### src/rtl/assert_macros.svh
// ----------------------------------------------------------------------------
// Assertion macros
// Shared concurrent assertion forms for the record deframer RTL.
// ----------------------------------------------------------------------------
`ifndef ASSERT_MACROS_SVH
`define ASSERT_MACROS_SVH

// Same-cycle implication, disabled during reset
`define ASSERT_IMPLY(name, clk, rst_n, ante, cons) \
    name: assert property (@(posedge clk) disable iff (!rst_n) (ante) |-> (cons)) \
        else $error("assertion failed: same-cycle implication");

// Next-cycle implication, disabled during reset
`define ASSERT_NEXT(name, clk, rst_n, ante, cons) \
    name: assert property (@(posedge clk) disable iff (!rst_n) (ante) |=> (cons)) \
        else $error("assertion failed: next-cycle implication");

`endif

### src/rtl/ord_pkg.sv
// ----------------------------------------------------------------------------
// Object record deframer package
// Shared types and result codes.
// ----------------------------------------------------------------------------
package ord_pkg;

    typedef logic [2:0] kind_t;

    localparam kind_t K_PAYLOAD = 3'd0;
    localparam kind_t K_OK      = 3'd1;
    localparam kind_t K_CKSUM   = 3'd2;
    localparam kind_t K_FORMAT  = 3'd3;
    localparam kind_t K_EOF     = 3'd4;
    localparam kind_t K_LONG    = 3'd5;

    localparam logic [7:0]  SYNC_BYTE         = 8'd1;
    localparam logic [15:0] HEADER_BYTES      = 16'd6;
    localparam logic [15:0] RESET_MAX_PAYLOAD = 16'd800;

    // One raw stream byte held in the input register
    typedef struct packed {
        logic [7:0] data_byte;
        logic       at_end;
    } item_t;

endpackage

### src/rtl/ord_byte_if.sv
// ----------------------------------------------------------------------------
// Byte stream channel
// valid/ready channel carrying one raw object-file byte per request.
// ----------------------------------------------------------------------------
interface ord_byte_if;
    logic       valid;
    logic       ready;
    logic [7:0] data_byte;
    logic       at_end;

    modport source (output valid, output data_byte, output at_end, input ready);
    modport sink   (input valid, input data_byte, input at_end, output ready);
endinterface

### src/rtl/ord_rec_if.sv
// ----------------------------------------------------------------------------
// Result channel
// valid/ready channel carrying payload bytes and record status.
// ----------------------------------------------------------------------------
interface ord_rec_if;
    logic          valid;
    logic          ready;
    ord_pkg::kind_t kind;
    logic [7:0]    payload_byte;
    logic [7:0]    record_type;

    modport source (output valid, output kind, output payload_byte, output record_type,
                    input ready);
    modport sink   (input valid, input kind, input payload_byte, input record_type,
                    output ready);
endinterface

### src/rtl/ord_cfg_if.sv
// ----------------------------------------------------------------------------
// Configuration write channel
// valid/ready channel carrying the max_payload register write data.
// ----------------------------------------------------------------------------
interface ord_cfg_if;
    logic        valid;
    logic        ready;
    logic [15:0] max_payload;

    modport source (output valid, output max_payload, input ready);
    modport sink   (input valid, input max_payload, output ready);
endinterface

### src/rtl/ord_in_stage.sv
// ----------------------------------------------------------------------------
// Input register
// Holds one accepted stream byte until the parser takes it.
// ----------------------------------------------------------------------------
module ord_in_stage (
    input  logic           clk,
    input  logic           rst_n,
    ord_byte_if.sink       stream,
    output logic           item_valid,
    output ord_pkg::item_t item,
    input  logic           item_take
);
    import ord_pkg::*;

    logic  valid_reg;
    item_t item_reg;
    logic  load;

    // Refill when empty, or whenever the held item leaves in the same cycle
    assign stream.ready = !valid_reg || item_take;
    assign load         = stream.valid && stream.ready;

    always_ff @(posedge clk or negedge rst_n)
    begin
        if (!rst_n)
        begin
            valid_reg <= 1'b0;
        end
        else if (stream.ready)
        begin
            valid_reg <= stream.valid;
        end
    end

    always_ff @(posedge clk)
    begin
        if (load)
        begin
            item_reg <= '{data_byte: stream.data_byte, at_end: stream.at_end};
        end
    end

    assign item_valid = valid_reg;
    assign item       = item_reg;

endmodule

### src/rtl/ord_core.sv
// ----------------------------------------------------------------------------
// Record parser
// Per-byte phase update, checksum and length tracking, and result register.
// ----------------------------------------------------------------------------
`include "assert_macros.svh"

module ord_core (
    input  logic           clk,
    input  logic           rst_n,
    input  logic           item_valid,
    input  ord_pkg::item_t item,
    output logic           item_take,
    ord_cfg_if.sink        cfg,
    ord_rec_if.source      result
);
    import ord_pkg::*;

    localparam logic [3:0] PH_SYNC    = 4'd0;
    localparam logic [3:0] PH_SECOND  = 4'd1;
    localparam logic [3:0] PH_PAD_A   = 4'd2;
    localparam logic [3:0] PH_LEN_LO  = 4'd3;
    localparam logic [3:0] PH_LEN_HI  = 4'd4;
    localparam logic [3:0] PH_TYPE    = 4'd5;
    localparam logic [3:0] PH_PAD_B   = 4'd6;
    localparam logic [3:0] PH_PAYLOAD = 4'd7;
    localparam logic [3:0] PH_CHECK   = 4'd8;

    logic [3:0]  phase_reg,       phase_next;
    logic [15:0] bytes_left_reg,  bytes_left_next;
    logic [7:0]  sum_reg,         sum_next;
    logic [7:0]  type_reg,        type_next;
    logic        first_zero_reg,  first_zero_next;
    logic        ended_reg,       ended_next;
    logic [15:0] max_payload_reg;

    logic        out_valid_reg;
    kind_t       kind_reg,        kind_next;
    logic [7:0]  pbyte_reg,       pbyte_next;
    logic [7:0]  rtype_reg;
    logic        emit;

    logic        in_record;
    logic [7:0]  eff_byte;
    logic [7:0]  sum_add;
    logic [15:0] rec_len;
    logic [15:0] pay_cnt;
    logic [15:0] left_dec;
    logic        out_free;

    assign in_record = (phase_reg >= PH_PAD_A) && (phase_reg <= PH_CHECK);
    // End of input inside a record reads as 0xFF
    assign eff_byte  = (item.at_end && in_record) ? 8'hFF : item.data_byte;
    assign sum_add   = sum_reg + eff_byte;
    assign rec_len   = {eff_byte, bytes_left_reg[7:0]};
    assign pay_cnt   = (rec_len >= HEADER_BYTES) ? (rec_len - HEADER_BYTES) : 16'd0;
    assign left_dec  = bytes_left_reg - 16'd1;

    always_comb
    begin
        phase_next      = phase_reg;
        bytes_left_next = bytes_left_reg;
        sum_next        = sum_reg;
        type_next       = type_reg;
        first_zero_next = first_zero_reg;
        ended_next      = ended_reg;
        emit            = 1'b0;
        kind_next       = K_PAYLOAD;
        pbyte_next      = 8'd0;

        if (in_record && item.at_end)
        begin
            ended_next = 1'b1;
        end

        unique case (phase_reg)
            PH_SECOND:
            begin
                phase_next = PH_SYNC;
                emit       = 1'b1;
                if (item.at_end)
                begin
                    ended_next = 1'b1;
                end
                if (first_zero_reg && (item.at_end || item.data_byte == 8'd0))
                begin
                    ended_next = 1'b1;
                    kind_next  = K_EOF;
                end
                else
                begin
                    kind_next = K_FORMAT;
                end
            end
            PH_PAD_A:
            begin
                sum_next   = sum_add;
                phase_next = PH_LEN_LO;
            end
            PH_LEN_LO:
            begin
                sum_next        = sum_add;
                bytes_left_next = {8'd0, eff_byte};
                phase_next      = PH_LEN_HI;
            end
            PH_LEN_HI:
            begin
                sum_next = sum_add;
                if (pay_cnt > max_payload_reg)
                begin
                    bytes_left_next = 16'd0;
                    phase_next      = PH_SYNC;
                    emit            = 1'b1;
                    kind_next       = K_LONG;
                end
                else
                begin
                    bytes_left_next = pay_cnt;
                    phase_next      = PH_TYPE;
                end
            end
            PH_TYPE:
            begin
                sum_next   = sum_add;
                type_next  = eff_byte;
                phase_next = PH_PAD_B;
            end
            PH_PAD_B:
            begin
                sum_next   = sum_add;
                phase_next = (bytes_left_reg == 16'd0) ? PH_CHECK : PH_PAYLOAD;
            end
            PH_PAYLOAD:
            begin
                sum_next        = sum_add;
                bytes_left_next = left_dec;
                if (left_dec == 16'd0)
                begin
                    phase_next = PH_CHECK;
                end
                emit       = 1'b1;
                kind_next  = K_PAYLOAD;
                pbyte_next = eff_byte;
            end
            PH_CHECK:
            begin
                sum_next   = sum_add;
                phase_next = PH_SYNC;
                emit       = 1'b1;
                kind_next  = (sum_add == 8'd0) ? K_OK : K_CKSUM;
            end
            default:
            begin
                // Awaiting sync; unused codes land here too
                phase_next = PH_SYNC;
                if (item.at_end)
                begin
                    ended_next = 1'b1;
                    emit       = 1'b1;
                    kind_next  = K_EOF;
                end
                else if (item.data_byte == SYNC_BYTE)
                begin
                    sum_next   = SYNC_BYTE;
                    phase_next = PH_PAD_A;
                end
                else if (ended_reg)
                begin
                    emit      = 1'b1;
                    kind_next = K_EOF;
                end
                else
                begin
                    first_zero_next = (item.data_byte == 8'd0);
                    phase_next      = PH_SECOND;
                end
            end
        endcase
    end

    // Hold the item only when it makes a result and the result register is full and not being read
    assign out_free  = !out_valid_reg || result.ready;
    assign item_take = item_valid && (!emit || out_free);

    always_ff @(posedge clk or negedge rst_n)
    begin
        if (!rst_n)
        begin
            phase_reg       <= PH_SYNC;
            bytes_left_reg  <= 16'd0;
            sum_reg         <= 8'd0;
            type_reg        <= 8'd0;
            first_zero_reg  <= 1'b0;
            ended_reg       <= 1'b0;
            max_payload_reg <= RESET_MAX_PAYLOAD;
            out_valid_reg   <= 1'b0;
        end
        else
        begin
            if (cfg.valid)
            begin
                max_payload_reg <= cfg.max_payload;
            end
            if (item_take)
            begin
                phase_reg      <= phase_next;
                bytes_left_reg <= bytes_left_next;
                sum_reg        <= sum_next;
                type_reg       <= type_next;
                first_zero_reg <= first_zero_next;
                ended_reg      <= ended_next;
            end
            if (out_free)
            begin
                out_valid_reg <= item_take && emit;
            end
        end
    end

    always_ff @(posedge clk)
    begin
        if (item_take && emit)
        begin
            kind_reg  <= kind_next;
            pbyte_reg <= pbyte_next;
            rtype_reg <= type_reg;
        end
    end

    assign cfg.ready           = 1'b1;
    assign result.valid        = out_valid_reg;
    assign result.kind         = kind_reg;
    assign result.payload_byte = pbyte_reg;
    assign result.record_type  = rtype_reg;

    `ASSERT_IMPLY(a_payload_count, clk, rst_n, phase_reg == PH_PAYLOAD, bytes_left_reg != 16'd0)
    `ASSERT_IMPLY(a_status_no_byte, clk, rst_n, out_valid_reg && kind_reg != K_PAYLOAD, pbyte_reg == 8'd0)
    `ASSERT_NEXT(a_ended_sticky, clk, rst_n, ended_reg, ended_reg)

endmodule

### src/rtl/object_record_deframer_top.sv
// ----------------------------------------------------------------------------
// Object record deframer
// Splits an object-file byte stream into tagged payload bytes and record status.
// ----------------------------------------------------------------------------
// Takes one byte per cycle unless a result stalls on result.ready, and gives at
// most one result per byte, in order: each payload byte as kind 0 tagged with
// the record type, then one status (ok, checksum bad, bad format, too long or
// end of file). A byte passes the input register, then the result register;
// the parser's phase update sets the rate, and bytes that make no result pass
// while a result waits. No clearing pass after reset. The user must write
// max_payload only while the stream is idle; the block does not enforce it.
module object_record_deframer_top (
    input  logic      clk,
    input  logic      rst_n,
    ord_byte_if.sink  stream,
    ord_cfg_if.sink   cfg,
    ord_rec_if.source result
);
    import ord_pkg::*;

    logic  item_valid;
    item_t item;
    logic  item_take;

    ord_in_stage u_in_stage (
        .clk        (clk),
        .rst_n      (rst_n),
        .stream     (stream),
        .item_valid (item_valid),
        .item       (item),
        .item_take  (item_take)
    );

    ord_core u_core (
        .clk        (clk),
        .rst_n      (rst_n),
        .item_valid (item_valid),
        .item       (item),
        .item_take  (item_take),
        .cfg        (cfg),
        .result     (result)
    );

endmodule
### src/flat_wrapper.sv
// flat-port wrapper written by rule: the top's interface ports become plain ports
module object_record_deframer_top_flat import ord_pkg::*;
  (clk, rst_n, stream_valid, stream_data_byte, stream_at_end, stream_ready, cfg_valid, cfg_max_payload, cfg_ready, result_valid, result_kind, result_payload_byte, result_record_type, result_ready);
  ord_byte_if stream_i ();
  ord_cfg_if cfg_i ();
  ord_rec_if result_i ();
  input  logic clk;
  input  logic rst_n;
  input wire logic [$bits(stream_i.valid)-1:0] stream_valid;
  input wire logic [$bits(stream_i.data_byte)-1:0] stream_data_byte;
  input wire logic [$bits(stream_i.at_end)-1:0] stream_at_end;
  output wire logic [$bits(stream_i.ready)-1:0] stream_ready;
  input wire logic [$bits(cfg_i.valid)-1:0] cfg_valid;
  input wire logic [$bits(cfg_i.max_payload)-1:0] cfg_max_payload;
  output wire logic [$bits(cfg_i.ready)-1:0] cfg_ready;
  output wire logic [$bits(result_i.valid)-1:0] result_valid;
  output wire logic [$bits(result_i.kind)-1:0] result_kind;
  output wire logic [$bits(result_i.payload_byte)-1:0] result_payload_byte;
  output wire logic [$bits(result_i.record_type)-1:0] result_record_type;
  input wire logic [$bits(result_i.ready)-1:0] result_ready;
  assign stream_i.valid = stream_valid;
  assign stream_i.data_byte = stream_data_byte;
  assign stream_i.at_end = stream_at_end;
  assign stream_ready = stream_i.ready;
  assign cfg_i.valid = cfg_valid;
  assign cfg_i.max_payload = cfg_max_payload;
  assign cfg_ready = cfg_i.ready;
  assign result_valid = result_i.valid;
  assign result_kind = result_i.kind;
  assign result_payload_byte = result_i.payload_byte;
  assign result_record_type = result_i.record_type;
  assign result_i.ready = result_ready;
  object_record_deframer_top u_core (.clk(clk), .rst_n(rst_n), .stream(stream_i), .cfg(cfg_i), .result(result_i));
endmodule
### config.mk
export PLATFORM = sky130hd
export DESIGN_NAME = object_record_deframer_top_flat
export DESIGN_NICKNAME = d
export VERILOG_FILES = /design/src/rtl/ord_pkg.sv /design/src/rtl/ord_byte_if.sv /design/src/rtl/ord_rec_if.sv /design/src/rtl/ord_cfg_if.sv /design/src/rtl/ord_in_stage.sv /design/src/rtl/ord_core.sv /design/src/rtl/object_record_deframer_top.sv /design/src/flat_wrapper.sv
export VERILOG_INCLUDE_DIRS = /design/src /design/src/rtl
export SDC_FILE = /design/constraint.sdc
export NUM_CORES = 1
export LEC_CHECK = 0
export BUFFER_PORTS_ARGS = -buffer_cell sky130_fd_sc_hd__buf_2
export CORE_ASPECT_RATIO = 0.7
export CORE_MARGIN = 5
export CORE_UTILIZATION = 40
export CTS_BUF_LIST = sky130_fd_sc_hd__clkbuf_4 sky130_fd_sc_hd__clkbuf_8
export DETAILED_ROUTE_END_ITERATION = 7
export SYNTH_ARGS = -nofsm -noshare
export SYNTH_HDL_FRONTEND = slang
export SYNTH_HIERARCHICAL = 1
export SYNTH_SLANG_ARGS = --single-unit
### constraint.sdc
create_clock -name clk -period 5.01 [get_ports clk]
set_input_delay 0.501 -clock clk [delete_from_list [all_inputs] [get_ports clk]]
set_output_delay 0.501 -clock clk [all_outputs]
set_load 0.02 [all_outputs]
==> reports/results.txt <==
The flow ran to the end, and the final reports show no timing, DRC or antenna violations. The sequential cell fraction of total power was 0.324. The via count of the first global-routing pass came out at 4,312.

TritonCTS built the clock tree. The die is 147 um wide. For this design the total switching power over the nets is 1680 uW.

The worst register-to-register path has a setup slack of 0.57 ns. The total power draw is 3710 uW, and the area added between synthesis and finish is 16.5%. Data required time of the critical path: 4.51 ns.

The tools report the count of yosys warnings during synthesis as 6. The max-slew violation count was 0; the total instance count after detailed placement was 777. 0 antenna diodes ended up in the layout. The run gives 0.538 as the combinational group share of total power. The tools report the aggregate routed wire length as 14,700 um.

The global-route wire length before repair was 23,200 um. Setup repair after global routing left no endpoint under its margin. The fraction of power spent switching nets is 0.454. The violation count after the first detailed-route iteration is 504.

Counting cells, the worst reg-to-reg path comes to 15. The tools report the startpoint kind of the worst setup timing path as a flop. Clock tree synthesis found a total of 84 sinks. The initial antenna violation count is 0. The final antenna-violating net count was 0; the area fraction in compound gates after synthesis was 0.181. The routed length per instance was 18.5 um; the transition time of the tightest slew-check pin was 1.14 ns. The final setup violation count is 0.

The reg-to-reg startpoint is u_core/u_in_stage/item[5]$_DFFE_PP_. The share of layout cells above drive strength 1 is 0.238, and the delay of the slowest cell on the worst path is 0.58 ns. Once placement finished, the instance area stood at 5810 sq um. Latest clock arrival within the worst-skew pair: 0.37 ns. The total area of multi-input combinational cells was 2830 sq um; the core footprint was 13,000 sq um. The total die area is 15,600 sq um. The worst relative slew slack is 0.236, and the synthesized net count is 621. The run gives 0 as the final global-route overflow total. Synthesis inferred 84 register bits.

Derived from the worst setup path, the maximum achievable clock frequency is 0.207 GHz. The proportion of register bits with asynchronous set or reset after synthesis works out to 0.667. On the final layout, the worst clock skew is 0.00974 ns. The H-tree was split into 3 levels. The critical path crosses 15 cells after its start point. The fraction of the yosys area taken by sequential cells is 0.427, and the share of the cycle needed by the critical path after routing is 0.966. The setup path with the least slack is of type flop to output pin. At the end of routability-driven placement, the weighted congestion stood at 0.949.

After routing, the total negative slack on setup checks comes to 0 ns. Along the worst path, the maximum fanout reaches 8. In this run, distinct cell masters in the synthesized netlist total 76. In this run the static leakage power is 0.00260 uW. Quantity of I/O buffers inserted on ports: 50. Cell internal power was estimated by the tool at 2030 uW.

Counting both buffers and inverters, the worst setup path holds a total of 3. The post-synthesis share of cell area spent on and, or, nand and nor gates is 0.199, and the power density of the placed cells is 606 nW/um^2. The tree is rooted in a sky130_fd_sc_hd__clkbuf_8. The number of enable-type register cells in the synthesized netlist was 28; the number of design rule violations left after detail routing was 0. Once detailed placement completed, the half-perimeter wirelength came to 11,000 um. In the final layout, flip-flops and latches occupy 2250 sq um.

The final non-filler cell area came out at 6130 sq um. In this run the critical register-to-register path is captured at u_core/u_core/bytes_left_reg[2]$_DFFE_PN0P_. The adder-cell share of the synthesized area works out to 0.0685. By area, the combinational part of the netlist is dominated by simple AND/OR/NAND/NOR gates.

The tools report the non-filler instance count after layout as 797. For this run, the leading register cell type out of synthesis is sky130_fd_sc_hd__dfrtp_1. Among cell families on the critical path, the largest total delay comes from simple AND/OR/NAND/NOR gates. The number of filler cells placed in the layout was 1,219. The utilization of the core after routing was 0.471; the average footprint of a synthesized cell was 9.34 sq um. After clock tree synthesis, the clock-pin slew on the worst setup and hold paths is 0.09 ns. The tools report the total track usage as 0.189. The tools report the number of nets in the layout as 684. For the initial cell density of the core, the log shows 0.404.

The multiplexer share of the synthesized area came out at 0.0236. Xor/xnor cell area share of the yosys netlist: 0.0476. STA classifies the critical path endpoint as an output pin. The clock buffer count from CTS came out at 9.

The critical-path cell with the highest stage delay was sky130_fd_sc_hd__or4_4. The run gives 0 as the number of violations of the max-capacitance limit. The logs give 4,541 for the number of vias in the routed layout and 52 for the number of top-level pins.

The min-delay analysis places its worst path in the category input port to asynchronous set/reset pin. The mapped cell area was 5260 sq um; the length of the first detailed-routing pass in iterations was 8. Maximum number of pins on one net before global-route repair: 57. Buffer levels on the longest clock path: 2. Walking the worst path, the cells encountered are or4_4, nand2b_1, a311oi_4, buf_4, nor2_1, ha_1, nor2b_1, o211ai_1, a21oi_1, o21ai_2, a2111oi_4, or3_1, inv_2, nand2b_4, buf_2. The number of cell rows is 35. The via-per-instance ratio is 5.70, and the largest voltage drop on the vdd net is 0.000226 V.

The minimum period implied by the final worst setup slack came out at 4.84 ns. Hold violation total from the final report: 0. The floorplan step set the die height to 106 um. The clock power share was 0.138. Synthesis produced a netlist whose cell count is 563.

The data arrival time of the critical path was 4.34 ns.
## final cells by class
class	count	share of cell area
timing repair buffer	83	0.0833
tap	166	0.0339
inverter	34	0.0208
sequential	84	0.367
clock inverter	7	0.0133
clock buffer	9	0.0202
multi-input combinational	414	0.462
## worst reg2reg max path, stage by stage, from the launching register on
cell and delay, ns:
sky130_fd_sc_hd__edfxtp_1 0.50, sky130_fd_sc_hd__or4_4 0.58, sky130_fd_sc_hd__nand2b_1 0.25, sky130_fd_sc_hd__a311oi_4 0.43
sky130_fd_sc_hd__buf_4 0.24, sky130_fd_sc_hd__nor2_1 0.07, sky130_fd_sc_hd__ha_1 0.30, sky130_fd_sc_hd__nor2b_1 0.13
sky130_fd_sc_hd__o211ai_1 0.09, sky130_fd_sc_hd__a21oi_1 0.22, sky130_fd_sc_hd__o21ai_2 0.14, sky130_fd_sc_hd__a21oi_1 0.39
sky130_fd_sc_hd__nor2_1 0.10, sky130_fd_sc_hd__buf_4 0.23, sky130_fd_sc_hd__a2111oi_0 0.50, sky130_fd_sc_hd__a21oi_1 0.12
## layout by cell type, fill, tap and decap left out, types with 3 or more instances in the layout
cell type / n
sky130_fd_sc_hd__nor2_1: 70
sky130_fd_sc_hd__nand2_1: 52
sky130_fd_sc_hd__dfrtp_1: 51
sky130_fd_sc_hd__buf_2: 50
sky130_fd_sc_hd__a21oi_1: 40
sky130_fd_sc_hd__o21ai_0: 36
sky130_fd_sc_hd__inv_1: 33
sky130_fd_sc_hd__buf_4: 32
sky130_fd_sc_hd__ha_1: 28
sky130_fd_sc_hd__edfxtp_1: 28
sky130_fd_sc_hd__xnor2_1: 20
sky130_fd_sc_hd__mux2_2: 11
sky130_fd_sc_hd__clkbuf_8: 9
sky130_fd_sc_hd__nor3_1: 8
sky130_fd_sc_hd__nand3_1: 8
sky130_fd_sc_hd__o2bb2ai_1: 8
sky130_fd_sc_hd__nand2b_1: 7
sky130_fd_sc_hd__nand4_1: 7
sky130_fd_sc_hd__xor2_1: 6
sky130_fd_sc_hd__or2_2: 6
sky130_fd_sc_hd__a31oi_1: 5
sky130_fd_sc_hd__and2_1: 5
sky130_fd_sc_hd__nor2b_1: 4
sky130_fd_sc_hd__a32oi_1: 4
sky130_fd_sc_hd__a21o_1: 4
sky130_fd_sc_hd__o22ai_1: 4
sky130_fd_sc_hd__inv_6: 3
sky130_fd_sc_hd__nor4_4: 3
sky130_fd_sc_hd__or3_1: 3
sky130_fd_sc_hd__nor4_2: 3
sky130_fd_sc_hd__nor4_1: 3
sky130_fd_sc_hd__nand3b_1: 3
sky130_fd_sc_hd__a22oi_1: 3
sky130_fd_sc_hd__a222oi_1: 3
sky130_fd_sc_hd__dfstp_2: 3
## power by group through the flow
| stage | Combinational, uW | Sequential (uW) | Clock, uW |
|---|---|---|---|
| final | 2000 | 1200 | 512 |
| after global routing | 2180 | 1240 | 557 |
| after CTS | 1940 | 1190 | 530 |
| after detailed placement | 1930 | 1210 | 0 |
| after global placement | 1890 | 1200 | 0 |
| after floorplan | 1270 | 1260 | 0 |
## worst max path at each step
| stage | slack (ns) | endpoint | start |
|---|---|---|---|
| final | 0.17 | stream_ready | u_core/u_in_stage/item[5]$_DFFE_PP_ |
| after global routing | 0.01 | stream_ready | u_core/u_core/phase_reg[1]$_DFFE_PN0P_ |
| after CTS | 0.02 | stream_ready | u_core/u_core/phase_reg[1]$_DFFE_PN0P_ |
| after detailed placement | 0.33 | stream_ready | u_core/u_core/bytes_left_reg[7]$_DFFE_PN0P_ |
| after global placement | 0.41 | stream_ready | u_core/u_core/bytes_left_reg[7]$_DFFE_PN0P_ |
| after floorplan | 0.22 | u_core/u_core/result.kind[0]$_DFFE_PP_ | u_core/u_core/bytes_left_reg[7]$_DFFE_PN0P_ |
## Yosys cell counts, types with 7 or more instances
library cell,number,share of area
sky130_fd_sc_hd__nand2b_1,7,0.0083
sky130_fd_sc_hd__o21ai_0,37,0.035
sky130_fd_sc_hd__buf_2,8,0.0076
sky130_fd_sc_hd__nor3_1,9,0.0086
sky130_fd_sc_hd__o2bb2ai_1,8,0.013
sky130_fd_sc_hd__nand4_1,7,0.0083
sky130_fd_sc_hd__mux2_2,11,0.024
sky130_fd_sc_hd__nor2_1,70,0.050
sky130_fd_sc_hd__clkbuf_1,20,0.014
sky130_fd_sc_hd__nand3_1,8,0.0076
sky130_fd_sc_hd__edfxtp_1,28,0.16
sky130_fd_sc_hd__xnor2_1,20,0.033
sky130_fd_sc_hd__inv_1,33,0.024
sky130_fd_sc_hd__dfrtp_1,53,0.25
sky130_fd_sc_hd__ha_1,28,0.067
sky130_fd_sc_hd__nand2_1,54,0.039
sky130_fd_sc_hd__a21oi_1,42,0.040
## per-stage QoR
stage,setup WS (ns),hold slack [ns]
4_1_cts,0.0162,0.288
2_1_floorplan,0.222,0.205
3_5_place_dp,0.330,0.431
5_1_grt,0.0116,0.285
6_report,0.173,0.275
3_3_place_gp,0.405,0.431
## routing by layer
layer	GRT usage	vias to the layer above	share of wire
li1	-	2142	-
met1	0.284	2180	0.48
met2	0.266	200	0.42
met3	0.0558	19	0.094
met4	0.0472	0	0.011
met5	0	-	0
## kinds of logic after synthesis
kind of cell,count (synthesis)
adder cells (fa/ha/maj),29
other,1
flip-flops,84
XOR/XNOR,27
AO/OA/AOI/OAI,143
multiplexers,11
buffers and inverters,66
AND/OR/NAND/NOR,202
## timing repair
action,CTS,global route
gates resized for setup,3,13
hold buffers,0,0
setup buffers,0,3
pin swaps,0,2
setup endpoints to repair,1,2
cloned,0,1
No activity file was read; power rests on OpenSTA's default activity.
